--- src/grib1_rhp_pkg.sv ---
// Shared types, constants and helper functions of the GRIB edition 1 record header parser.
package grib1_rhp_pkg;

    // Default parameter values
    localparam int HEADER_BYTES_DEF = 21;
    localparam int COUNTER_BITS_DEF = 16;

    // Number of product definition bytes that feed the result
    localparam int PDS_USED = 21;

    // Indicator section layout
    localparam logic [23:0] POS_LEN_FIRST = 24'd4;
    localparam logic [23:0] POS_LEN_LAST  = 24'd6;
    localparam logic [23:0] POS_EDITION   = 24'd7;
    localparam logic [23:0] POS_PDS       = 24'd8;

    // Record framing
    localparam logic [31:0] TAG_WORD     = 32'h4752_4942;  // "GRIB"
    localparam logic [31:0] TRAILER_WORD = 32'h3737_3737;  // "7777"
    localparam logic [23:0] MIN_RECORD   = 24'd12;

    // Forecast time unit codes
    localparam logic [7:0] UNIT_MINUTE = 8'd0;
    localparam logic [7:0] UNIT_HOUR   = 8'd1;
    localparam logic [7:0] UNIT_DAY    = 8'd2;
    localparam logic [7:0] UNIT_SECOND = 8'd254;

    localparam logic [16:0] SEC_PER_MINUTE = 17'd60;
    localparam logic [16:0] SEC_PER_HOUR   = 17'd3600;
    localparam logic [16:0] SEC_PER_DAY    = 17'd86400;
    localparam logic [16:0] SEC_PER_SECOND = 17'd1;

    // Time range indicator codes
    localparam logic [7:0] TRI_VALID_AT_P1  = 8'd0;
    localparam logic [7:0] TRI_INITIALIZED  = 8'd1;
    localparam logic [7:0] TRI_PERIOD_P1_P2 = 8'd2;
    localparam logic [7:0] TRI_AVERAGE      = 8'd3;
    localparam logic [7:0] TRI_ACCUMULATION = 8'd4;
    localparam logic [7:0] TRI_DIFFERENCE   = 8'd5;

    // Level indicator codes
    localparam logic [7:0] LEVEL_ISOBARIC = 8'd100;
    localparam logic [7:0] LEVEL_MSL_ALT  = 8'd103;

    typedef enum logic [2:0] {
        ST_OK          = 3'd0,
        ST_BAD_TAG     = 3'd1,
        ST_BAD_TRAILER = 3'd2,
        ST_TRUNCATED   = 3'd3,
        ST_BAD_LENGTH  = 3'd4
    } t_status;

    typedef struct packed {
        logic [15:0] record_number;
        logic [7:0]  year_of_century;
        logic [7:0]  month_value;
        logic [7:0]  day_value;
        logic [7:0]  hour_value;
        logic [7:0]  minute_value;
        logic [7:0]  grid_number;
        logic [7:0]  field_number;
        logic [24:0] offset_seconds;
        logic [7:0]  level_type;
        logic [15:0] level_value;
        t_status     status;
    } t_result;

    // Expected tag byte at a given indicator position
    function automatic logic [7:0] tag_byte(input logic [1:0] idx);
        logic [7:0] v;
        case (idx)
            2'd0:    v = TAG_WORD[31:24];
            2'd1:    v = TAG_WORD[23:16];
            2'd2:    v = TAG_WORD[15:8];
            default: v = TAG_WORD[7:0];
        endcase
        return v;
    endfunction

    // Forecast offset in seconds from unit, P1, P2 and time range indicator
    function automatic logic [24:0] forecast_offset(
        input logic [7:0] unit,
        input logic [7:0] p1,
        input logic [7:0] p2,
        input logic [7:0] range_ind
    );
        logic [16:0] mult;
        logic        unit_ok;
        logic [7:0]  period;
        logic        range_ok;
        mult    = SEC_PER_SECOND;
        unit_ok = 1'b1;
        case (unit)
            UNIT_MINUTE: mult = SEC_PER_MINUTE;
            UNIT_HOUR:   mult = SEC_PER_HOUR;
            UNIT_DAY:    mult = SEC_PER_DAY;
            UNIT_SECOND: mult = SEC_PER_SECOND;
            default:     unit_ok = 1'b0;
        endcase
        period   = p1;
        range_ok = 1'b1;
        case (range_ind)
            TRI_VALID_AT_P1, TRI_PERIOD_P1_P2, TRI_AVERAGE: period = p1;
            TRI_ACCUMULATION, TRI_DIFFERENCE:               period = p2;
            default:                                        range_ok = 1'b0;
        endcase
        if (!(unit_ok && range_ok)) begin
            return 25'd0;
        end
        return 25'(mult) * 25'(period);
    endfunction

endpackage

--- src/grib1_rhp_if.sv ---
// Valid/ready channel interfaces for the byte stream and the record results.
interface grib1_rhp_byte_if;
    logic       valid;
    logic       ready;
    logic [7:0] data_byte;
    logic       final_byte;

    modport source (output valid, output data_byte, output final_byte, input ready);
    modport sink   (input valid, input data_byte, input final_byte, output ready);
endinterface

interface grib1_rhp_result_if;
    logic                  valid;
    logic                  ready;
    logic [15:0]           record_number;
    logic [7:0]            year_of_century;
    logic [7:0]            month_value;
    logic [7:0]            day_value;
    logic [7:0]            hour_value;
    logic [7:0]            minute_value;
    logic [7:0]            grid_number;
    logic [7:0]            field_number;
    logic [24:0]           offset_seconds;
    logic [7:0]            level_type;
    logic [15:0]           level_value;
    grib1_rhp_pkg::t_status status;

    modport source (
        output valid, output record_number, output year_of_century, output month_value,
        output day_value, output hour_value, output minute_value, output grid_number,
        output field_number, output offset_seconds, output level_type,
        output level_value, output status, input ready
    );
    modport sink (
        input valid, input record_number, input year_of_century, input month_value,
        input day_value, input hour_value, input minute_value, input grid_number,
        input field_number, input offset_seconds, input level_type,
        input level_value, input status, output ready
    );
endinterface

--- src/grib1_rhp_skid.sv ---
// Output register plus skid stage that decouples result delivery from byte intake.
module grib1_rhp_skid (
    input  logic                   i_clk,
    input  logic                   i_rst_n,
    input  logic                   i_push,
    input  grib1_rhp_pkg::t_result i_result,
    output logic                   o_ready,
    grib1_rhp_result_if.source     o_result_if
);
    import grib1_rhp_pkg::*;

    logic    r_out_valid, n_out_valid;
    logic    r_skid_valid, n_skid_valid;
    t_result r_out, n_out;
    t_result r_skid, n_skid;
    logic    pop;

    assign pop     = r_out_valid && o_result_if.ready;
    assign o_ready = !r_skid_valid;

    // Refill the output register from skid first, then from a new push
    always_comb begin
        n_out_valid  = r_out_valid;
        n_out        = r_out;
        n_skid_valid = r_skid_valid;
        n_skid       = r_skid;
        if (!r_out_valid || pop) begin
            if (r_skid_valid) begin
                n_out_valid  = 1'b1;
                n_out        = r_skid;
                n_skid_valid = i_push;
                n_skid       = i_result;
            end else begin
                n_out_valid = i_push;
                n_out       = i_result;
            end
        end else if (i_push) begin
            n_skid_valid = 1'b1;
            n_skid       = i_result;
        end
    end

    // Hold control flags under reset; payload needs none
    always_ff @(posedge i_clk) begin
        if (!i_rst_n) begin
            r_out_valid  <= 1'b0;
            r_skid_valid <= 1'b0;
        end else begin
            r_out_valid  <= n_out_valid;
            r_skid_valid <= n_skid_valid;
        end
        r_out  <= n_out;
        r_skid <= n_skid;
    end

    assign o_result_if.valid           = r_out_valid;
    assign o_result_if.record_number   = r_out.record_number;
    assign o_result_if.year_of_century = r_out.year_of_century;
    assign o_result_if.month_value     = r_out.month_value;
    assign o_result_if.day_value       = r_out.day_value;
    assign o_result_if.hour_value      = r_out.hour_value;
    assign o_result_if.minute_value    = r_out.minute_value;
    assign o_result_if.grid_number     = r_out.grid_number;
    assign o_result_if.field_number    = r_out.field_number;
    assign o_result_if.offset_seconds  = r_out.offset_seconds;
    assign o_result_if.level_type      = r_out.level_type;
    assign o_result_if.level_value     = r_out.level_value;
    assign o_result_if.status          = r_out.status;

    // A push never lands on a full skid stage
    a_no_overflow: assert property (@(posedge i_clk) disable iff (!i_rst_n)
        i_push |-> !r_skid_valid)
        else $error("result pushed while skid stage full");

    // The skid stage is only occupied behind a waiting output
    a_skid_behind_out: assert property (@(posedge i_clk) disable iff (!i_rst_n)
        r_skid_valid |-> r_out_valid)
        else $error("skid stage holds a result with output register empty");

    // A stalled output with nothing pushed keeps the skid occupancy unchanged
    a_stall_keeps_skid: assert property (@(posedge i_clk) disable iff (!i_rst_n)
        (r_out_valid && !o_result_if.ready && !i_push) |=> $stable(r_skid_valid))
        else $error("skid occupancy changed during a stall without a push");

endmodule

--- src/grib1_record_header_parser_unit.sv ---
// Top level of the GRIB edition 1 record header parser: byte intake, field capture, checks.
//
// Usage:
//   i_byte_if carries the file one byte per transaction, with final_byte set on the
//   last byte of the file. o_result_if carries one result per record end, and one
//   per error (bad tag, bad length, bad trailer, truncated record).
//   Throughput: one byte per cycle while ready is high. Each byte is parsed in the
//   cycle it is accepted; all counters and captured fields sit in registers updated
//   at that edge. A result enters the output register, or the skid stage if that is full.
//   Stall: results wait in an output register backed by a one-entry skid stage, so
//   bytes keep flowing while one result waits; ready drops only when both hold a
//   result, and rises again the cycle after the receiver takes one.
//   Reset (i_rst_n low, synchronous): clears position, lengths, captured header,
//   trailer window, record counter and the halt flag; pending results are dropped.
//   Halt: after a bad tag, bad length or bad trailer the block keeps accepting bytes
//   but discards them and emits nothing until the next reset.
//   Truncation: final_byte inside a record emits a truncated status and restarts
//   parsing at a record start without halting.
module grib1_record_header_parser_unit #(
    parameter int HEADER_BYTES = grib1_rhp_pkg::HEADER_BYTES_DEF,
    parameter int COUNTER_BITS = grib1_rhp_pkg::COUNTER_BITS_DEF
) (
    input  logic               i_clk,
    input  logic               i_rst_n,
    grib1_rhp_byte_if.sink     i_byte_if,
    grib1_rhp_result_if.source o_result_if
);
    import grib1_rhp_pkg::*;

    // Parser state
    logic [23:0]             r_pos, n_pos;
    logic [23:0]             r_rec_len, n_rec_len;
    logic [23:0]             r_sec_len, n_sec_len;
    logic [7:0]              r_hdr [HEADER_BYTES];
    logic [7:0]              n_hdr [HEADER_BYTES];
    logic [31:0]             r_trail, n_trail;
    logic [COUNTER_BITS-1:0] r_count, n_count;
    logic                    r_halted, n_halted;

    // Per-byte decode
    logic        accept, active;
    logic [7:0]  in_byte;
    logic [23:0] hdr_idx;
    logic        hdr_wr, tag_bad, len_bad, rec_end, trailer_ok;
    logic [23:0] len_shift, sec_shift;
    logic [7:0]  pds [PDS_USED];
    logic        emit, full;
    t_status     status;
    t_result     result;
    logic        skid_ready;

    assign accept  = i_byte_if.valid && i_byte_if.ready;
    assign active  = accept && !r_halted;
    assign in_byte = i_byte_if.data_byte;

    // Decode where this byte falls in the record
    always_comb begin
        n_trail    = {r_trail[23:0], in_byte};
        tag_bad    = (r_pos < POS_LEN_FIRST) && (in_byte != tag_byte(r_pos[1:0]));
        len_shift  = {r_rec_len[15:0], in_byte};
        len_bad    = (r_pos == POS_LEN_LAST) && (len_shift < MIN_RECORD);
        hdr_idx    = r_pos - POS_PDS;
        hdr_wr     = (r_pos >= POS_PDS) && (hdr_idx < 24'(HEADER_BYTES));
        sec_shift  = {r_sec_len[15:0], in_byte};
        rec_end    = (r_pos >= POS_EDITION) &&
                     (({1'b0, r_pos} + 25'd1) == {1'b0, r_rec_len});
        trailer_ok = (n_trail == TRAILER_WORD);
    end

    // Captured header with this byte bypassed in
    always_comb begin
        for (int k = 0; k < HEADER_BYTES; k++) begin
            n_hdr[k] = (hdr_wr && hdr_idx == 24'(k)) ? in_byte : r_hdr[k];
        end
        n_sec_len = (hdr_wr && hdr_idx < 24'd3) ? sec_shift : r_sec_len;
        // Bytes at or beyond the section length read as zero
        for (int k = 0; k < PDS_USED; k++) begin
            pds[k] = (24'(k) < n_sec_len) ? n_hdr[k] : 8'd0;
        end
    end

    // Pick the result status
    always_comb begin
        emit   = 1'b0;
        full   = 1'b0;
        status = ST_OK;
        if (active) begin
            if (tag_bad) begin
                emit   = 1'b1;
                status = ST_BAD_TAG;
            end else if (len_bad) begin
                emit   = 1'b1;
                status = ST_BAD_LENGTH;
            end else if (rec_end) begin
                emit   = 1'b1;
                full   = 1'b1;
                status = trailer_ok ? ST_OK : ST_BAD_TRAILER;
            end else if (i_byte_if.final_byte) begin
                emit   = 1'b1;
                status = ST_TRUNCATED;
            end
        end
    end

    // Assemble the result transaction
    always_comb begin
        result               = '0;
        result.record_number = 16'(r_count);
        result.status        = status;
        if (full) begin
            result.year_of_century = pds[12];
            result.month_value     = pds[13];
            result.day_value       = pds[14];
            result.hour_value      = pds[15];
            result.minute_value    = pds[16];
            result.grid_number     = pds[6];
            result.field_number    = pds[8];
            result.offset_seconds  = forecast_offset(pds[17], pds[18], pds[19], pds[20]);
            result.level_type      = pds[9];
            result.level_value     = {pds[10], pds[11]};
        end
    end

    // Advance parser state for an accepted byte
    always_comb begin
        n_pos     = r_pos;
        n_rec_len = r_rec_len;
        n_count   = r_count;
        n_halted  = r_halted;
        if (active) begin
            if (tag_bad || len_bad) begin
                n_halted = 1'b1;
            end else if (rec_end) begin
                n_count   = r_count + 1'b1;
                n_pos     = '0;
                n_rec_len = '0;
                n_halted  = !trailer_ok;
            end else if (i_byte_if.final_byte) begin
                n_pos     = '0;
                n_rec_len = '0;
            end else begin
                n_pos = r_pos + 24'd1;
                if (r_pos >= POS_LEN_FIRST && r_pos <= POS_LEN_LAST) begin
                    n_rec_len = len_shift;
                end
            end
        end
    end

    // Register parser state
    always_ff @(posedge i_clk) begin
        if (!i_rst_n) begin
            r_pos     <= '0;
            r_rec_len <= '0;
            r_sec_len <= '0;
            r_trail   <= '0;
            r_count   <= '0;
            r_halted  <= 1'b0;
            for (int k = 0; k < HEADER_BYTES; k++) begin
                r_hdr[k] <= '0;
            end
        end else begin
            r_pos     <= n_pos;
            r_rec_len <= n_rec_len;
            r_count   <= n_count;
            r_halted  <= n_halted;
            if (active) begin
                r_trail <= n_trail;
            end
            // Clear record capture at record start, else take the bypassed copy
            if (active && !tag_bad && !len_bad &&
                (rec_end || i_byte_if.final_byte)) begin
                r_sec_len <= '0;
                for (int k = 0; k < HEADER_BYTES; k++) begin
                    r_hdr[k] <= '0;
                end
            end else if (active && !tag_bad && !len_bad) begin
                r_sec_len <= n_sec_len;
                for (int k = 0; k < HEADER_BYTES; k++) begin
                    r_hdr[k] <= n_hdr[k];
                end
            end
        end
    end

    grib1_rhp_skid u_skid (
        .i_clk       (i_clk),
        .i_rst_n     (i_rst_n),
        .i_push      (emit),
        .i_result    (result),
        .o_ready     (skid_ready),
        .o_result_if (o_result_if)
    );

    assign i_byte_if.ready = skid_ready;

    // Once halted, stay halted until reset
    a_halt_sticks: assert property (@(posedge i_clk) disable iff (!i_rst_n)
        r_halted |=> r_halted)
        else $error("halt flag cleared without reset");

    // A record end or truncation restarts at the first byte of a record
    a_restart_pos: assert property (@(posedge i_clk) disable iff (!i_rst_n)
        (emit && (status == ST_OK || status == ST_BAD_TRAILER || status == ST_TRUNCATED))
        |=> (r_pos == '0 && r_sec_len == '0))
        else $error("record state not cleared at record start");

    // The record counter moves only on a completed record
    a_count_on_end: assert property (@(posedge i_clk) disable iff (!i_rst_n)
        !(emit && full) |=> $stable(r_count))
        else $error("record counter changed without a record end");

endmodule
--- src/flat_wrapper.sv ---
// flat-port wrapper written by rule: the top's interface ports become plain ports
module grib1_record_header_parser_unit_flat import grib1_rhp_pkg::*;
#(
    parameter int HEADER_BYTES = grib1_rhp_pkg::HEADER_BYTES_DEF,
    parameter int COUNTER_BITS = grib1_rhp_pkg::COUNTER_BITS_DEF
)
  (i_clk, i_rst_n, i_byte_if_valid, i_byte_if_data_byte, i_byte_if_final_byte, i_byte_if_ready, o_result_if_valid, o_result_if_record_number, o_result_if_year_of_century, o_result_if_month_value, o_result_if_day_value, o_result_if_hour_value, o_result_if_minute_value, o_result_if_grid_number, o_result_if_field_number, o_result_if_offset_seconds, o_result_if_level_type, o_result_if_level_value, o_result_if_status, o_result_if_ready);
  grib1_rhp_byte_if i_byte_if_i ();
  grib1_rhp_result_if o_result_if_i ();
  input  logic i_clk;
  input  logic i_rst_n;
  input wire logic [$bits(i_byte_if_i.valid)-1:0] i_byte_if_valid;
  input wire logic [$bits(i_byte_if_i.data_byte)-1:0] i_byte_if_data_byte;
  input wire logic [$bits(i_byte_if_i.final_byte)-1:0] i_byte_if_final_byte;
  output wire logic [$bits(i_byte_if_i.ready)-1:0] i_byte_if_ready;
  output wire logic [$bits(o_result_if_i.valid)-1:0] o_result_if_valid;
  output wire logic [$bits(o_result_if_i.record_number)-1:0] o_result_if_record_number;
  output wire logic [$bits(o_result_if_i.year_of_century)-1:0] o_result_if_year_of_century;
  output wire logic [$bits(o_result_if_i.month_value)-1:0] o_result_if_month_value;
  output wire logic [$bits(o_result_if_i.day_value)-1:0] o_result_if_day_value;
  output wire logic [$bits(o_result_if_i.hour_value)-1:0] o_result_if_hour_value;
  output wire logic [$bits(o_result_if_i.minute_value)-1:0] o_result_if_minute_value;
  output wire logic [$bits(o_result_if_i.grid_number)-1:0] o_result_if_grid_number;
  output wire logic [$bits(o_result_if_i.field_number)-1:0] o_result_if_field_number;
  output wire logic [$bits(o_result_if_i.offset_seconds)-1:0] o_result_if_offset_seconds;
  output wire logic [$bits(o_result_if_i.level_type)-1:0] o_result_if_level_type;
  output wire logic [$bits(o_result_if_i.level_value)-1:0] o_result_if_level_value;
  output wire logic [$bits(o_result_if_i.status)-1:0] o_result_if_status;
  input wire logic [$bits(o_result_if_i.ready)-1:0] o_result_if_ready;
  assign i_byte_if_i.valid = i_byte_if_valid;
  assign i_byte_if_i.data_byte = i_byte_if_data_byte;
  assign i_byte_if_i.final_byte = i_byte_if_final_byte;
  assign i_byte_if_ready = i_byte_if_i.ready;
  assign o_result_if_valid = o_result_if_i.valid;
  assign o_result_if_record_number = o_result_if_i.record_number;
  assign o_result_if_year_of_century = o_result_if_i.year_of_century;
  assign o_result_if_month_value = o_result_if_i.month_value;
  assign o_result_if_day_value = o_result_if_i.day_value;
  assign o_result_if_hour_value = o_result_if_i.hour_value;
  assign o_result_if_minute_value = o_result_if_i.minute_value;
  assign o_result_if_grid_number = o_result_if_i.grid_number;
  assign o_result_if_field_number = o_result_if_i.field_number;
  assign o_result_if_offset_seconds = o_result_if_i.offset_seconds;
  assign o_result_if_level_type = o_result_if_i.level_type;
  assign o_result_if_level_value = o_result_if_i.level_value;
  assign o_result_if_status = o_result_if_i.status;
  assign o_result_if_i.ready = o_result_if_ready;
  grib1_record_header_parser_unit #(.HEADER_BYTES(HEADER_BYTES), .COUNTER_BITS(COUNTER_BITS)) u_core (.i_clk(i_clk), .i_rst_n(i_rst_n), .i_byte_if(i_byte_if_i), .o_result_if(o_result_if_i));
endmodule
--- config.mk ---
export PLATFORM = sky130hd
export DESIGN_NAME = grib1_record_header_parser_unit_flat
export DESIGN_NICKNAME = d
export VERILOG_FILES = /design/src/grib1_rhp_pkg.sv /design/src/grib1_rhp_if.sv /design/src/grib1_rhp_skid.sv /design/src/grib1_record_header_parser_unit.sv /design/src/flat_wrapper.sv
export SDC_FILE = /design/constraint.sdc
export NUM_CORES = 1
export LEC_CHECK = 0
export ABC_CLOCK_PERIOD_IN_PS = 12700
export BUFFER_PORTS_ARGS = -buffer_cell sky130_fd_sc_hd__buf_2
export CORE_UTILIZATION = 30
export CTS_BUF_LIST = sky130_fd_sc_hd__clkbuf_4 sky130_fd_sc_hd__clkbuf_8
export CTS_CLUSTER_SIZE = 40
export DETAILED_ROUTE_END_ITERATION = 16
export PLACE_DENSITY = 0.43
export RECOVER_POWER = 100
export SYNTH_ARGS = -nofsm -noshare
export SYNTH_HDL_FRONTEND = slang
export SYNTH_HIERARCHICAL = 1
export SYNTH_SLANG_ARGS = --single-unit
--- constraint.sdc ---
create_clock -name i_clk -period 12.7 [get_ports i_clk]
set_input_delay 2.54 -clock i_clk [delete_from_list [all_inputs] [get_ports i_clk]]
set_output_delay 2.54 -clock i_clk [all_outputs]
set_load 0.05 [all_outputs]
==> out/metrics.cfg <==
[worst_setup_path]
worst-path-max-fanout = 19
worstSetupEndpointType = flop
slowest_stage = or4_1
criticalPathCategory = flop to flop
required_ns = 13.23
max_stage_delay_ns = 0.85
cp-start-kind = flop
critical_path_arrival_ns = 11.12
crit_top_cell = fa_1

[sta]
hold-worst-slack_ns = 0.452
finalMaxSlewViolations = 667
fin_crit_sh = 0.834
final-hold-violation-count = 0
relSlewSlack = -3.06
finClkSkew_ns = 0.0414
layout_setup_ws_ns = 2.11
worst_pin_slew_ns = 6.09
min_period_ns = 10.59
setup_viol = 0
fmax_mhz = 94.4
rsz0062_at_grt = no
setup_tns_ns = 0

[floorplanning]
core-area_sq_um = 82200
pin_count = 139
dieWidth_um = 291
die_y_um = 291
initial_core_util = 0.304
dieArea_sq_um = 84500
core.rowCount = 105

[clock_network]
post_cts_resized = 0
cts_buffers = 88
cts-root-buf = clkbuf_8
cts_sinks = 475
cts_tree = built
insertion_delay_ns = 0.67
path_clk_slew_ns = 0.06
clockBufferDepth = 3
h-tree-depth = 3
cts_setup_buffers = 0
holdBufCountCts = 0

[placement]
gp_congestion = 0.831
placed_cells = 3317
dp_hpwl_mm = 44.6
placed_cell_area_sq_um = 26800
portBuffers = 138
dp_slack_ns = 2.44

[logic_synthesis]
synth_cells = 2207
ys_types = 86
seq_area_frac_synth = 0.524
synth_top_area_share = 0.432
synth_edf_count = 360
ys_top_cells_by_area = edfxtp_1 43%, dfxtp_1 9.2%, mux2_2 4.9%
synth_fp_nets = 2348
synthArstFlopShare = 0
yosys_warnings = 6
yosysTopAreaCell = edfxtp_1
syn_area_per_cell_sq_um = 11.3
synth-seq-cells = 475
netlist_area_sq_um = 25000
synth_flop_cell = edfxtp_1

[hold_path]
min_path_type = flop to flop

[final_layout]
drive_gt1_frac = 0.131
final_common_cell = edfxtp_1
fin_cells = 3475
mostFrequentLayoutCells = 360 x edfxtp_1, 280 x nor2_1, 175 x nand2_1
utilization = 0.345
nNetsFinal = 2478
final_area_sq_um = 28300
syn2layout_area_growth_pct = 13.3

[outcome]
status = finished with violations
violations = max-capacitance violations, max-slew violations

[power_and_ir_drop]
clockPowerShare = 0.449
netSwitchingFraction = 0.240
leakage_nw = 11.1
powerDensity_nw_per_um2 = 125
peakVddDrop_mv = 0.0649
combPwrFrac = 0.057
intPower_mw = 2.68
seqPwrFrac = 0.494
power.switching_mw = 0.847
p_total_mw = 3.53

[grt]
globalRouteOverflowTotal = 0
grt_usage = 0.155
grt_pass1_vias = 17671
grt_pass1_wl_mm = 104
grt_max_degree = 119
antenna_found_initial = 1

[route]
routed_wl_mm = 66.1
drtPass1Iterations = 5
viasPerCell = 4.96
routedWlPerCell_um = 19.0
ant_nets = 0
vias = 17233
drt-initial-drc-count = 981
drcViolationCount = 0

[run]
maxCapViolations = 11

[registers in the layout (all words and copies together), names as in the netlist, 16 cells and up]
signal	flops
u_core/u_skid/o_result_if.record_number	16
u_core/u_skid/o_result_if.offset_seconds	25
u_core/r_sec_len	24
u_core/r_count	16
u_core/r_hdr	112
u_core/u_skid/o_result_if.level_value	16
u_core/u_skid/r_skid	124
u_core/r_pos	24
u_core/r_trail	24
u_core/r_rec_len	24
[cell usage after synthesis, drive strengths merged, types with 5 or more instances]
library cell and count:
ha 68, nor4 45, or3 25, or4 17, xor2 21, and2 16, inv 123, xnor2 33
a21oi 104, nand4 20, o21ai 47, a22o 24, nor2b 7, dfxtp 115, mux2i 113, and4 7
o31ai 5, o21a 7, or2 23, nand3 43, and3 13, edfxtp 360, fa 60, buf 40
nor3b 12, a211oi 9, nor3 41, mux2 136, a31oi 22, a21o 13, nand2 176, nor2 280
nand3b 5, o211ai 8, nand2b 19, clkbuf 86
[final cells by class]
type | instances | area (sq um)
Clock buffer | 134 | 1680
Timing Repair Buffer | 166 | 699
Antenna cell | 3 | 7.51
Sequential cell | 475 | 13100
Clock inverter | 21 | 223
Inverter | 123 | 464
Tap cell | 1070 | 1340
Fill cell | 8340 | 53900
Multi-Input combinational cell | 1483 | 10800
[layer usage]
metal | global-route usage | wire length, um | share of wire
met5 | 0 | 0 | 0
met4 | 0.0456 | 1270 | 0.019
met3 | 0.0239 | 2780 | 0.042
met2 | 0.263 | 31800 | 0.48
met1 | 0.205 | 30300 | 0.46
[path summary, 6_finish.rpt]
kind	start	cells after the start	slack, ns	endpoint
max	u_core/r_pos[3]	26	2.11	u_core/u_skid/o_result_if.offset_seconds[23]
min	u_core/r_sec_len[19]	2	0.45	u_core/r_sec_len[19]
max reg2reg	u_core/r_pos[3]	26	2.11	u_core/u_skid/o_result_if.offset_seconds[23]
min reg2reg	u_core/r_sec_len[19]	2	0.45	u_core/r_sec_len[19]
[cells by family (layout without fill, tap and decap cells)]
logic type               Yosys count  in the layout  share of synthesized area
AO/OA/AOI/OAI                    287            287                     0.0761
XOR/XNOR                          55             55                     0.0198
adder cells (fa/ha/maj)          128            128                     0.0820
buffers and inverters            249            444                     0.0403
flip-flops                       475            475                      0.524
multiplexers                     249            249                      0.111
other                              0              3                          0
AND/OR/NAND/NOR                  764            764                      0.147
[worst max-delay path: cells and delay by family, from the launching register on]
kind	cells	cell delay (ns)
compound gates	9	3.12
flops	1	0.58
simple gates	8	3.59
mux	2	0.75
buf+inv	2	0.10
fa+ha+maj	5	2.28
[power groups by stage]
stage,clock (mW),combinational [mW],sequential (mW)
final,1.59,0.200,1.74
after global routing,1.71,0.211,1.75
after CTS,1.65,0.212,1.74
after detailed placement,0,0.211,1.77
after global placement,0,0.211,1.77
after floorplan,0,0.0641,1.86
No activity file was read; power rests on OpenSTA's default activity.
